$ cat src/sv/tmps_pkg.sv
// ============================================================================
// tmps_pkg: shared types and constants for the triangle max path sum core
// Row store sizing, field widths and the stage-1 request record.
// ============================================================================
`default_nettype none

package tmps_pkg;

    localparam int MAX_ROWS = 64;
    localparam int COL_W    = $clog2(MAX_ROWS);       // column index into row store
    localparam int CNT_W    = $clog2(MAX_ROWS + 1);   // row counter, holds MAX_ROWS
    localparam int CFG_W    = 7;                      // row_count register width
    localparam int VAL_W    = 16;
    localparam int SUM_W    = 22;

    localparam logic [SUM_W-1:0] SUM_MAX         = {SUM_W{1'b1}};
    localparam logic [CFG_W-1:0] ROW_COUNT_RESET = 7'd15;

    // register indexes
    localparam int REG_ROW_COUNT = 0;
    localparam int REG_COUNT     = 1;

    // request in the compute stage
    typedef struct packed {
        logic [COL_W-1:0] col;
        logic [VAL_W-1:0] value;
        logic             has_above;  // column < row: slot above is valid
        logic             has_left;   // column > 0: slot above-left is valid
        logic             last_row;   // base row: feeds running maximum
        logic             tri_end;    // last entry of the triangle
        logic             fwd;        // slot written by previous request, use bypass
    } tmps_stage_t;

    // row_count of zero means one row, above MAX_ROWS means MAX_ROWS
    function automatic logic [CNT_W-1:0] eff_rows(input logic [CFG_W-1:0] rc);
        int n;
        n = int'(rc);
        if (n == 0)
        begin
            n = 1;
        end
        if (n > MAX_ROWS)
        begin
            n = MAX_ROWS;
        end
        return CNT_W'(n);
    endfunction

endpackage

`default_nettype wire

$ cat src/sv/triangle_max_path_sum_core.sv
// ============================================================================
// triangle_max_path_sum_core
// Streams triangle entries row by row from the apex and returns the largest
// apex-to-base path sum after the last entry of each triangle.
// ============================================================================
//
//  channel | dir | handshake        | payload
//  --------+-----+------------------+-----------------------------------------
//  s_*     | in  | s_tvalid/tready  | s_tdata[15:0]  value
//  m_*     | out | m_tvalid/tready  | m_tdata[21:0]  best_total
//  apb     | in  | psel/penable     | 0x0 row_count[6:0]
//
//  One entry per cycle while s_tready is high. An entry is accepted in
//  stage 0 (row store read issued), summed and written back in stage 1;
//  best_total is in the output register the cycle after the last sum.
//  The row store has one read and one write port; the only same-slot overlap
//  (column 0 right after a one-entry row) goes through a bypass register.
//  s_tready drops only while the compute stage holds a triangle end and the
//  output register is still waiting on m_tready.
//  Reset clears counters, running maximum and valids; the row store is not
//  cleared, every slot is written before it is read. A row_count write
//  abandons the triangle in progress.
//
`default_nettype none

module triangle_max_path_sum_core
(
    input  wire         clk,
    input  wire         rst_n,

    input  wire         s_tvalid,
    output logic        s_tready,
    input  wire  [15:0] s_tdata,    // [15:0] value

    output logic        m_tvalid,
    input  wire         m_tready,
    output logic [23:0] m_tdata,    // [21:0] best_total, [23:22] zero

    input  wire         psel,
    input  wire         penable,
    input  wire         pwrite,
    input  wire  [2:0]  paddr,
    input  wire  [31:0] pwdata,
    output logic [31:0] prdata,
    output logic        pready
);

    localparam int COL_W = tmps_pkg::COL_W;
    localparam int CNT_W = tmps_pkg::CNT_W;
    localparam int SUM_W = tmps_pkg::SUM_W;
    localparam int VAL_W = tmps_pkg::VAL_W;
    localparam int CFG_W = tmps_pkg::CFG_W;

    // ------------------------------------------------------------------
    // Configuration
    // ------------------------------------------------------------------
    logic [CFG_W-1:0] row_count_reg;
    logic             cfg_wr;
    logic             cfg_sel_rc;

    assign pready     = 1'b1;
    assign cfg_sel_rc = (32'(paddr[2]) == tmps_pkg::REG_ROW_COUNT);
    assign cfg_wr     = psel && penable && pwrite && pready && cfg_sel_rc;

    always_comb
    begin
        prdata = '0;
        if (cfg_sel_rc)
        begin
            prdata = 32'(row_count_reg);
        end
    end

    always_ff @(posedge clk or negedge rst_n)
    begin
        if (!rst_n)
        begin
            row_count_reg <= tmps_pkg::ROW_COUNT_RESET;
        end
        else if (cfg_wr)
        begin
            row_count_reg <= pwdata[CFG_W-1:0];
        end
    end

    logic [CNT_W-1:0] rows;
    assign rows = tmps_pkg::eff_rows(row_count_reg);

    // ------------------------------------------------------------------
    // Stage 0: position tracking, row store read issue
    // ------------------------------------------------------------------
    logic [CNT_W-1:0] row_reg, row_next;
    logic [COL_W-1:0] col_reg, col_next;

    logic                  s1_valid_reg;
    tmps_pkg::tmps_stage_t s1_reg;
    logic                  stall;
    logic                  commit;
    logic                  accept;

    logic                  row_end;
    logic                  last_row;
    tmps_pkg::tmps_stage_t s0_req;

    // compute stage can only back up when it holds a triangle end
    assign stall    = s1_valid_reg && s1_reg.tri_end && m_tvalid && !m_tready;
    assign commit   = s1_valid_reg && !stall;
    assign s_tready = !stall;
    assign accept   = s_tvalid && s_tready;

    assign row_end  = (CNT_W'(col_reg) == row_reg);
    assign last_row = ((row_reg + CNT_W'(1)) == rows);

    always_comb
    begin
        s0_req.col       = col_reg;
        s0_req.value     = s_tdata[VAL_W-1:0];
        s0_req.has_above = (CNT_W'(col_reg) < row_reg);
        s0_req.has_left  = (col_reg != '0);
        s0_req.last_row  = last_row;
        s0_req.tri_end   = row_end && last_row;
        // previous request writes this slot in the same cycle as our read
        s0_req.fwd       = s1_valid_reg && (s1_reg.col == col_reg);

        row_next = row_reg;
        col_next = col_reg;
        if (accept)
        begin
            if (row_end && last_row)
            begin
                row_next = '0;
                col_next = '0;
            end
            else if (row_end)
            begin
                row_next = row_reg + CNT_W'(1);
                col_next = '0;
            end
            else
            begin
                col_next = col_reg + COL_W'(1);
            end
        end
        if (cfg_wr)
        begin
            row_next = '0;
            col_next = '0;
        end
    end

    always_ff @(posedge clk or negedge rst_n)
    begin
        if (!rst_n)
        begin
            row_reg      <= '0;
            col_reg      <= '0;
            s1_valid_reg <= 1'b0;
        end
        else
        begin
            row_reg <= row_next;
            col_reg <= col_next;
            if (accept)
            begin
                s1_valid_reg <= 1'b1;
            end
            else if (commit)
            begin
                s1_valid_reg <= 1'b0;
            end
        end
    end

    // ------------------------------------------------------------------
    // Row store: one read port (stage 0), one write port (stage 1)
    // ------------------------------------------------------------------
    logic [SUM_W-1:0] row_sums [tmps_pkg::MAX_ROWS];
    logic [SUM_W-1:0] rdata_reg;
    logic [SUM_W-1:0] fwd_data_reg;
    logic [SUM_W-1:0] sum;

    always_ff @(posedge clk)
    begin
        if (accept)
        begin
            rdata_reg    <= row_sums[col_reg];
            fwd_data_reg <= sum;
            s1_reg       <= s0_req;
        end
        if (commit)
        begin
            row_sums[s1_reg.col] <= sum;
        end
    end

    // ------------------------------------------------------------------
    // Stage 1: max of parents, saturating add, write back
    // ------------------------------------------------------------------
    logic [SUM_W-1:0] left_reg, left_next;
    logic [SUM_W-1:0] max_reg, max_next;
    logic [SUM_W-1:0] above;
    logic [SUM_W-1:0] best;
    logic [SUM_W:0]   sum_wide;
    logic [SUM_W-1:0] new_max;

    always_comb
    begin
        above = '0;
        if (s1_reg.has_above)
        begin
            above = s1_reg.fwd ? fwd_data_reg : rdata_reg;
        end
        best = (s1_reg.has_left && (left_reg > above)) ? left_reg : above;

        sum_wide = {1'b0, best} + (SUM_W + 1)'(s1_reg.value);
        sum      = sum_wide[SUM_W] ? tmps_pkg::SUM_MAX : sum_wide[SUM_W-1:0];

        new_max = (s1_reg.last_row && (sum > max_reg)) ? sum : max_reg;

        left_next = left_reg;
        max_next  = max_reg;
        if (commit)
        begin
            left_next = above;
            max_next  = s1_reg.tri_end ? '0 : new_max;
        end
        if (cfg_wr)
        begin
            left_next = '0;
            max_next  = '0;
        end
    end

    always_ff @(posedge clk or negedge rst_n)
    begin
        if (!rst_n)
        begin
            left_reg <= '0;
            max_reg  <= '0;
        end
        else
        begin
            left_reg <= left_next;
            max_reg  <= max_next;
        end
    end

    // ------------------------------------------------------------------
    // Output register
    // ------------------------------------------------------------------
    logic             out_valid_reg;
    logic [SUM_W-1:0] out_data_reg;

    always_ff @(posedge clk or negedge rst_n)
    begin
        if (!rst_n)
        begin
            out_valid_reg <= 1'b0;
        end
        else if (commit && s1_reg.tri_end)
        begin
            out_valid_reg <= 1'b1;
        end
        else if (m_tready)
        begin
            out_valid_reg <= 1'b0;
        end
    end

    always_ff @(posedge clk)
    begin
        if (commit && s1_reg.tri_end)
        begin
            out_data_reg <= new_max;
        end
    end

    assign m_tvalid = out_valid_reg;
    assign m_tdata  = 24'(out_data_reg);

    // ------------------------------------------------------------------
    // Assertions
    // ------------------------------------------------------------------
    a_col_in_row: assert property (@(posedge clk) disable iff (!rst_n)
        CNT_W'(col_reg) <= row_reg)
        else $error("column index past row index");

    a_row_in_range: assert property (@(posedge clk) disable iff (!rst_n)
        !accept || (row_reg < rows))
        else $error("row index past configured row count");

    a_fwd_col0: assert property (@(posedge clk) disable iff (!rst_n)
        (s1_valid_reg && s1_reg.fwd) |-> (s1_reg.col == '0))
        else $error("bypass used away from row start");

    a_end_result: assert property (@(posedge clk) disable iff (!rst_n)
        (commit && s1_reg.tri_end) |=> m_tvalid)
        else $error("triangle end gave no result");

endmodule

`default_nettype wire
$ cat config.mk
export PLATFORM = sky130hd
export DESIGN_NAME = triangle_max_path_sum_core
export DESIGN_NICKNAME = d
export VERILOG_FILES = /design/src/sv/tmps_pkg.sv /design/src/sv/triangle_max_path_sum_core.sv
export SDC_FILE = /design/constraint.sdc
export NUM_CORES = 2
export LEC_CHECK = 0
export ABC_AREA = 1
export BUFFER_PORTS_ARGS = -buffer_cell sky130_fd_sc_hd__buf_2
export CORE_ASPECT_RATIO = 0.5
export CORE_UTILIZATION = 30
export CTS_BUF_LIST = sky130_fd_sc_hd__clkbuf_2
export CTS_CLUSTER_SIZE = 40
export DETAILED_ROUTE_END_ITERATION = 12
export SETUP_SLACK_MARGIN = 0.3
export SLEW_MARGIN = 20
export SYNTH_ARGS = -nofsm -noshare
export SYNTH_HDL_FRONTEND = slang
export SYNTH_SLANG_ARGS = --single-unit
$ cat constraint.sdc
create_clock -name clk -period 7.88 [get_ports clk]
set_input_delay 1.576 -clock clk [delete_from_list [all_inputs] [get_ports clk]]
set_output_delay 1.576 -clock clk [all_outputs]
set_load 0.02 [all_outputs]
* After elaboration in Yosys (flattened, before gate mapping) *
Memories as Yosys holds them, arrays and structs flattened. A register that Yosys moved wholly into a read port is not among the register bits.
Index checks and enable logic that the tools add are counted.

storage, ports and cells
  input bits = 58
  word-level logic and storage cells = 78
  memories kept = 1
  register bits after elaboration = 137
  memory bits (writable) = 1408

memories
  memory    depth  width  read ports  clocked after Yosys merged registers in  wr ports  RTL line                           source
  row_sums  64     22     1           1                                        1         triangle_max_path_sum_core.sv:177  logic [SUM_W-1:0] row_sums [tmps_pkg::MAX_ROWS];

cells by class
  bitwise operators = 1
  reduce and logical (&&, ||, !) cells = 23
  eq/ne operators = 3
  add/subtract/negate cells = 3
  multiplexer cells = 27
  magnitude comparators = 4

operator list
  kind                                                                    count
  22-bit 2-to-1 mux                                                       10
  7-bit 2-to-1 mux                                                        7
  22-bit > comparator                                                     2
  32-bit by 8-bit > comparator with 1-bit output (second input constant)  1
  6-bit 2-to-1 mux                                                        4
  22-bit by 16-bit adder with 23-bit output                               1
  1-bit logical AND                                                       13
  2-bit nonzero test                                                      4
  7-bit by 1-bit adder with 7-bit output (second input constant)          1
  6-bit by 7-bit equality test with 1-bit output                          1
  7-bit equality test                                                     1
  7-bit logical NOT                                                       1
  6-bit by 7-bit less-than comparator with 1-bit output                   1
  6-bit by 1-bit adder with 6-bit output (second input constant)          1
  6-bit equality test                                                     1
  1-bit 2-to-1 mux                                                        6
  6-bit nonzero test                                                      1
  3-bit nonzero test                                                      1
  1-bit logical NOT                                                       2
  2-bit AND reduction                                                     1
  1-bit NOT                                                               1

* Logic depth before layout (Yosys ltp) *
  word-level depth = 13
  depth in mapped cells = 49
  gate-level depth less buffers = 44

* Least setup slack after synthesis *
No wires, ideal clock.

  path type = register to register
  start point = register s1_reg[0] in the netlist's numbering
  end point = register out_data_reg[17] (data pin)
  buffers on the path = 6
  path slack = 0.557 ns
  clock period less this slack = 7.323 ns
  stages on the path, launching flop included = 39
  data arrival time = 7.069 ns
  path through = edfxtp_1 > inv_1 > buf_2 > buf_1 > nor2_1 > nor3_1 > inv_1 > ha_1 > a21o_1 > nor2_1 > nand2_1 > nand2_1 > nand3_2 > nand2_4 > buf_6 > clkbuf_1 > o21ai_0 > ha_1 > [3 not listed] > nand2_1 > nand3_1 > nand4_1 > and2_1 > inv_1 > nand3_1 > inv_1 > nand3_4 > buf_4 > nand3_1 > ha_1 > nand4_1 > nor4_1 > a21boi_0 > nand2_1 > clkbuf_1 > nand2_1 > and2_1

between the ends
  word-level cells in the longest chain between the ends = 10

RTL lines
  what                                         RTL line                           source
  start, declared                              triangle_max_path_sum_core.sv:96   tmps_pkg::tmps_stage_t s1_reg;
  start signal, assigned                       triangle_max_path_sum_core.sv:188  s1_reg <= s0_req;
  22-bit 2-to-1 mux *                          triangle_max_path_sum_core.sv:211  above = s1_reg.fwd ? fwd_data_reg : rdata_reg;
  22-bit 2-to-1 mux *                          triangle_max_path_sum_core.sv:209  if (s1_reg.has_above)
  22-bit > comparator                          triangle_max_path_sum_core.sv:213  best = (s1_reg.has_left && (left_reg > above)) ? left_reg : above;
  1-bit logical AND                            triangle_max_path_sum_core.sv:213
  22-bit 2-to-1 mux *                          triangle_max_path_sum_core.sv:213
  22-bit by 16-bit adder with 23-bit output *  triangle_max_path_sum_core.sv:215  sum_wide = {1'b0, best} + (SUM_W + 1)'(s1_reg.value);
  22-bit 2-to-1 mux *                          triangle_max_path_sum_core.sv:216  sum = sum_wide[SUM_W] ? tmps_pkg::SUM_MAX : sum_wide[SUM_W-1:0];
  via sum[21]                                  triangle_max_path_sum_core.sv:180  logic [SUM_W-1:0] sum;
  22-bit > comparator *                        triangle_max_path_sum_core.sv:218  new_max = (s1_reg.last_row && (sum > max_reg)) ? sum : max_reg;
  1-bit logical AND *                          triangle_max_path_sum_core.sv:218
  22-bit 2-to-1 mux *                          triangle_max_path_sum_core.sv:218
  via new_max[17]                              triangle_max_path_sum_core.sv:204  logic [SUM_W-1:0] new_max;
  end signal, assigned                         triangle_max_path_sum_core.sv:274  out_data_reg <= new_max;
  end, declared                                triangle_max_path_sum_core.sv:252  logic [SUM_W-1:0] out_data_reg;

The timed path passes the listed nets; every way through them passes the cells marked *.
A chain may end at the register's enable or synchronous reset.

* Final worst setup path *
  start point = register s1_reg[0] in the netlist's numbering
  end point = register out_data_reg[16] (data pin)

Same word-level chain as after synthesis.

==> out/qor.csv <==
metric,value,unit
crit path max fanout,33,
slew at the pin with the worst max-slew slack,1.18,ns
DRC Markers,0,
worst skew pair latency,1.75,ns
clock root cell,clkbuf_2,
"Seq/Total Area, Yosys",0.736,
ys async rst share,0.0421,
Row Count,118,
"top cells by area, synth","edfxtp_1 71%, o21ai_0 6.0%, nor2_1 5.1%, o22ai_1 3.7%, nand2_1 2.7%",
normalized max-slew margin,0.213,
Crit Path Category,reg -> reg,
outcome,finished clean,
All-Layer GR Usage,0.157,
R2R cell count,36,
"setup slack, reg-to-reg",0.83,ns
period utilization,0.894,
unrepaired setup endpoints after global routing,true,
Core Footprint,209000,um^2
layout cells sized above 1,0.161,
crit-path most repeated cell,nand2_1,
H-tree depth,5,
hold path depth,1,
library cells used by synthesis,55,
clk slew on worst S/H paths,0.10,ns
worst r2r dst,out_data_reg[16]$_DFFE_PP_,
Seq cells post-synth,1567,
drt via density,5.06,
die area,214000,um^2
Max Slew Vio Count,0,
CTS Buffer Depth,4,
final net count,5388,
hold path start,s_tdata[5],
Hold Slack,0.175,ns
CTS buffer count,391,
area grow syn2layout,11.4,%
I/O pin count,117,
HPWL after DPL,90800,um
Place WS,0.652,ns
met3 usage,0.0320,
largest net degree at the start of global routing,198,
global-route track usage on met2,0.241,
first-pass GRT wire length,253000,um
WP data required,9.30,ns
Fmax achieved,142,MHz
Sink Count,1567,
crit path DAT,8.47,ns
number of port buffers,61,
Max-Cap Viols,0,
synthesized instance count,4993,
vias,42129,
Hold Path Class,in -> reg,
post-route setup TNS,0,ns
Critical R2R Launch,s1_reg[0]$_DFFE_PP_,
Slowest cell on crit path,edfxtp_1,
wire length per cell,20.9,um
Final setup viols,0,
min Tclk post-route,7.05,ns
met1 GRT Util,0.222,
Routed Antenna Nets,0,
RD Place Congestion,0.827,
Post-synth top flop,edfxtp_1,
Post-synth EDFFs,1501,
hold path endpoint,s1_reg[10]$_DFFE_PP_,
Syn Std Cell Area,63500,um^2
Iter 0 DRT Violations,4582,
final wirelength,174000,um
final hold violations,0,
CP max stage delay,0.51,ns
Initial Utilization,0.304,
Clock Skew,0.183,ns
gr ovfl total,0,
Die X,653,um
final worst slack,0.832,ns
mean post-synth cell area,12.7,um^2
Yosys top cell by area,edfxtp_1,
Die Span Y,327,um
Yosys top cell area share,0.710,
number of flip-flops in the largest register,1408,
critical path endpoint category,flip-flop,
vias in the first global route,39224,
GR peak layer,met2,
initial antenna violation count,7,
Synth Warn #,0,
startpoint types,flip-flop,
DRT Pass-1 Iters,7,
CTS tree,built,
==> cell usage after synthesis, drive strengths merged, types with 55 or more instances <==
library cell,instances
edfxtp,1501
nor2,872
o21ai,788
nand2,461
o22ai,373
clkbuf,275
inv,154
a21oi,70
nand3,70
ha,69
dfrtp,62
buf,61
a221oi,55
==> critical path: cells and delay by family (launching register included) <==
kind                     cells  cell delay, ns
AND/OR/NAND/NOR             19            2.60
buffers and inverters        9            1.79
flip-flops                   1            0.51
adder cells (fa/ha/maj)      3            0.96
AO/OA/AOI/OAI                5            0.95
==> per-stage QoR <==
stage          instance area [um^2]  instances  utilization
2_1_floorplan                 63600       5019            -
3_3_place_gp                  67300       7666        0.322
3_5_place_dp                  67300       7666        0.322
4_1_cts                       70600       8312        0.338
5_1_grt                       70700       8321        0.339
6_report                      70700       8325        0.339
==> metal layers <==
layer | wire length (um) | share of wire
met1 | 76200 | 0.44
met2 | 77700 | 0.45
met3 | 15000 | 0.086
met4 | 4610 | 0.027
met5 | 27 | 0.00016
==> logic make-up (layout without fill, tap and decap cells) <==
kind of cell               Yosys count  after routing  share of synthesized area
DFF                               1567           1567                      0.736
and+or+nand+nor                   1490           1490                     0.0943
AOI/OAI and AO/OA                 1343           1343                      0.120
buffers and inverters              493            971                     0.0316
adders and majority gates           70             70                     0.0139
xor gates and xnor gates            28             28                    0.00386
other                                2             36                   0.000118
==> worst max path at each step <==
stage | from | endpoint | slack (ns) | cells past startpoint
2_1_floorplan | s1_reg[0]$_DFFE_PP_ | out_data_reg[17]$_DFFE_PP_ | 0.56 | 38
3_3_place_gp | s1_reg[0]$_DFFE_PP_ | out_data_reg[19]$_DFFE_PP_ | 0.71 | 37
3_5_place_dp | s1_reg[0]$_DFFE_PP_ | out_data_reg[19]$_DFFE_PP_ | 0.65 | 37
4_1_cts | s1_reg[0]$_DFFE_PP_ | out_data_reg[19]$_DFFE_PP_ | 0.63 | 37
5_1_grt | s1_reg[0]$_DFFE_PP_ | max_reg[17]$_DFFE_PN0P_ | 0.26 | 38
6_report | s1_reg[0]$_DFFE_PP_ | out_data_reg[16]$_DFFE_PP_ | 0.83 | 36
==> cell usage in the layout (no fill, tap or decap), types with 24 or more instances in the layout <==
| cell type | n |
|---|---|
| o21ai_0 | 764 |
| edfxtp_1 | 1501 |
| o22ai_1 | 373 |
| clkbuf_2 | 567 |
| a221oi_1 | 55 |
| nand4_1 | 46 |
| buf_4 | 96 |
| a21oi_1 | 70 |
| clkinv_1 | 52 |
| conb_1 | 28 |
| nand3_1 | 63 |
| ha_1 | 69 |
| dfrtp_1 | 60 |
| nor2_1 | 798 |
| nand2_1 | 437 |
| buf_2 | 60 |
| nor2_4 | 31 |
| inv_1 | 147 |
| nor2_2 | 43 |
| nor3_1 | 24 |
==> area by class of cell <==
cell class,instances,area (um^2)
fill,20601,138000
sequential,1567,46700
clock buffer,567,2840
inverter,157,613
antenna,8,20.0
tap,2820,3530
timing repair inverter,1,7.51
multi-input combinational,2959,15200
clock inverter,63,349
timing repair buffer,183,1380
==> repair_timing <==
item	in CTS	in global routing
setup endpoints to repair	0	18
hold endpoints to repair	20	0
resized for setup	0	9
buffers inserted	0	3
hold buffers	16	0
Power is not shown: default switching activity piles up to over one toggle a cycle in this logic, so the estimate is an artifact.
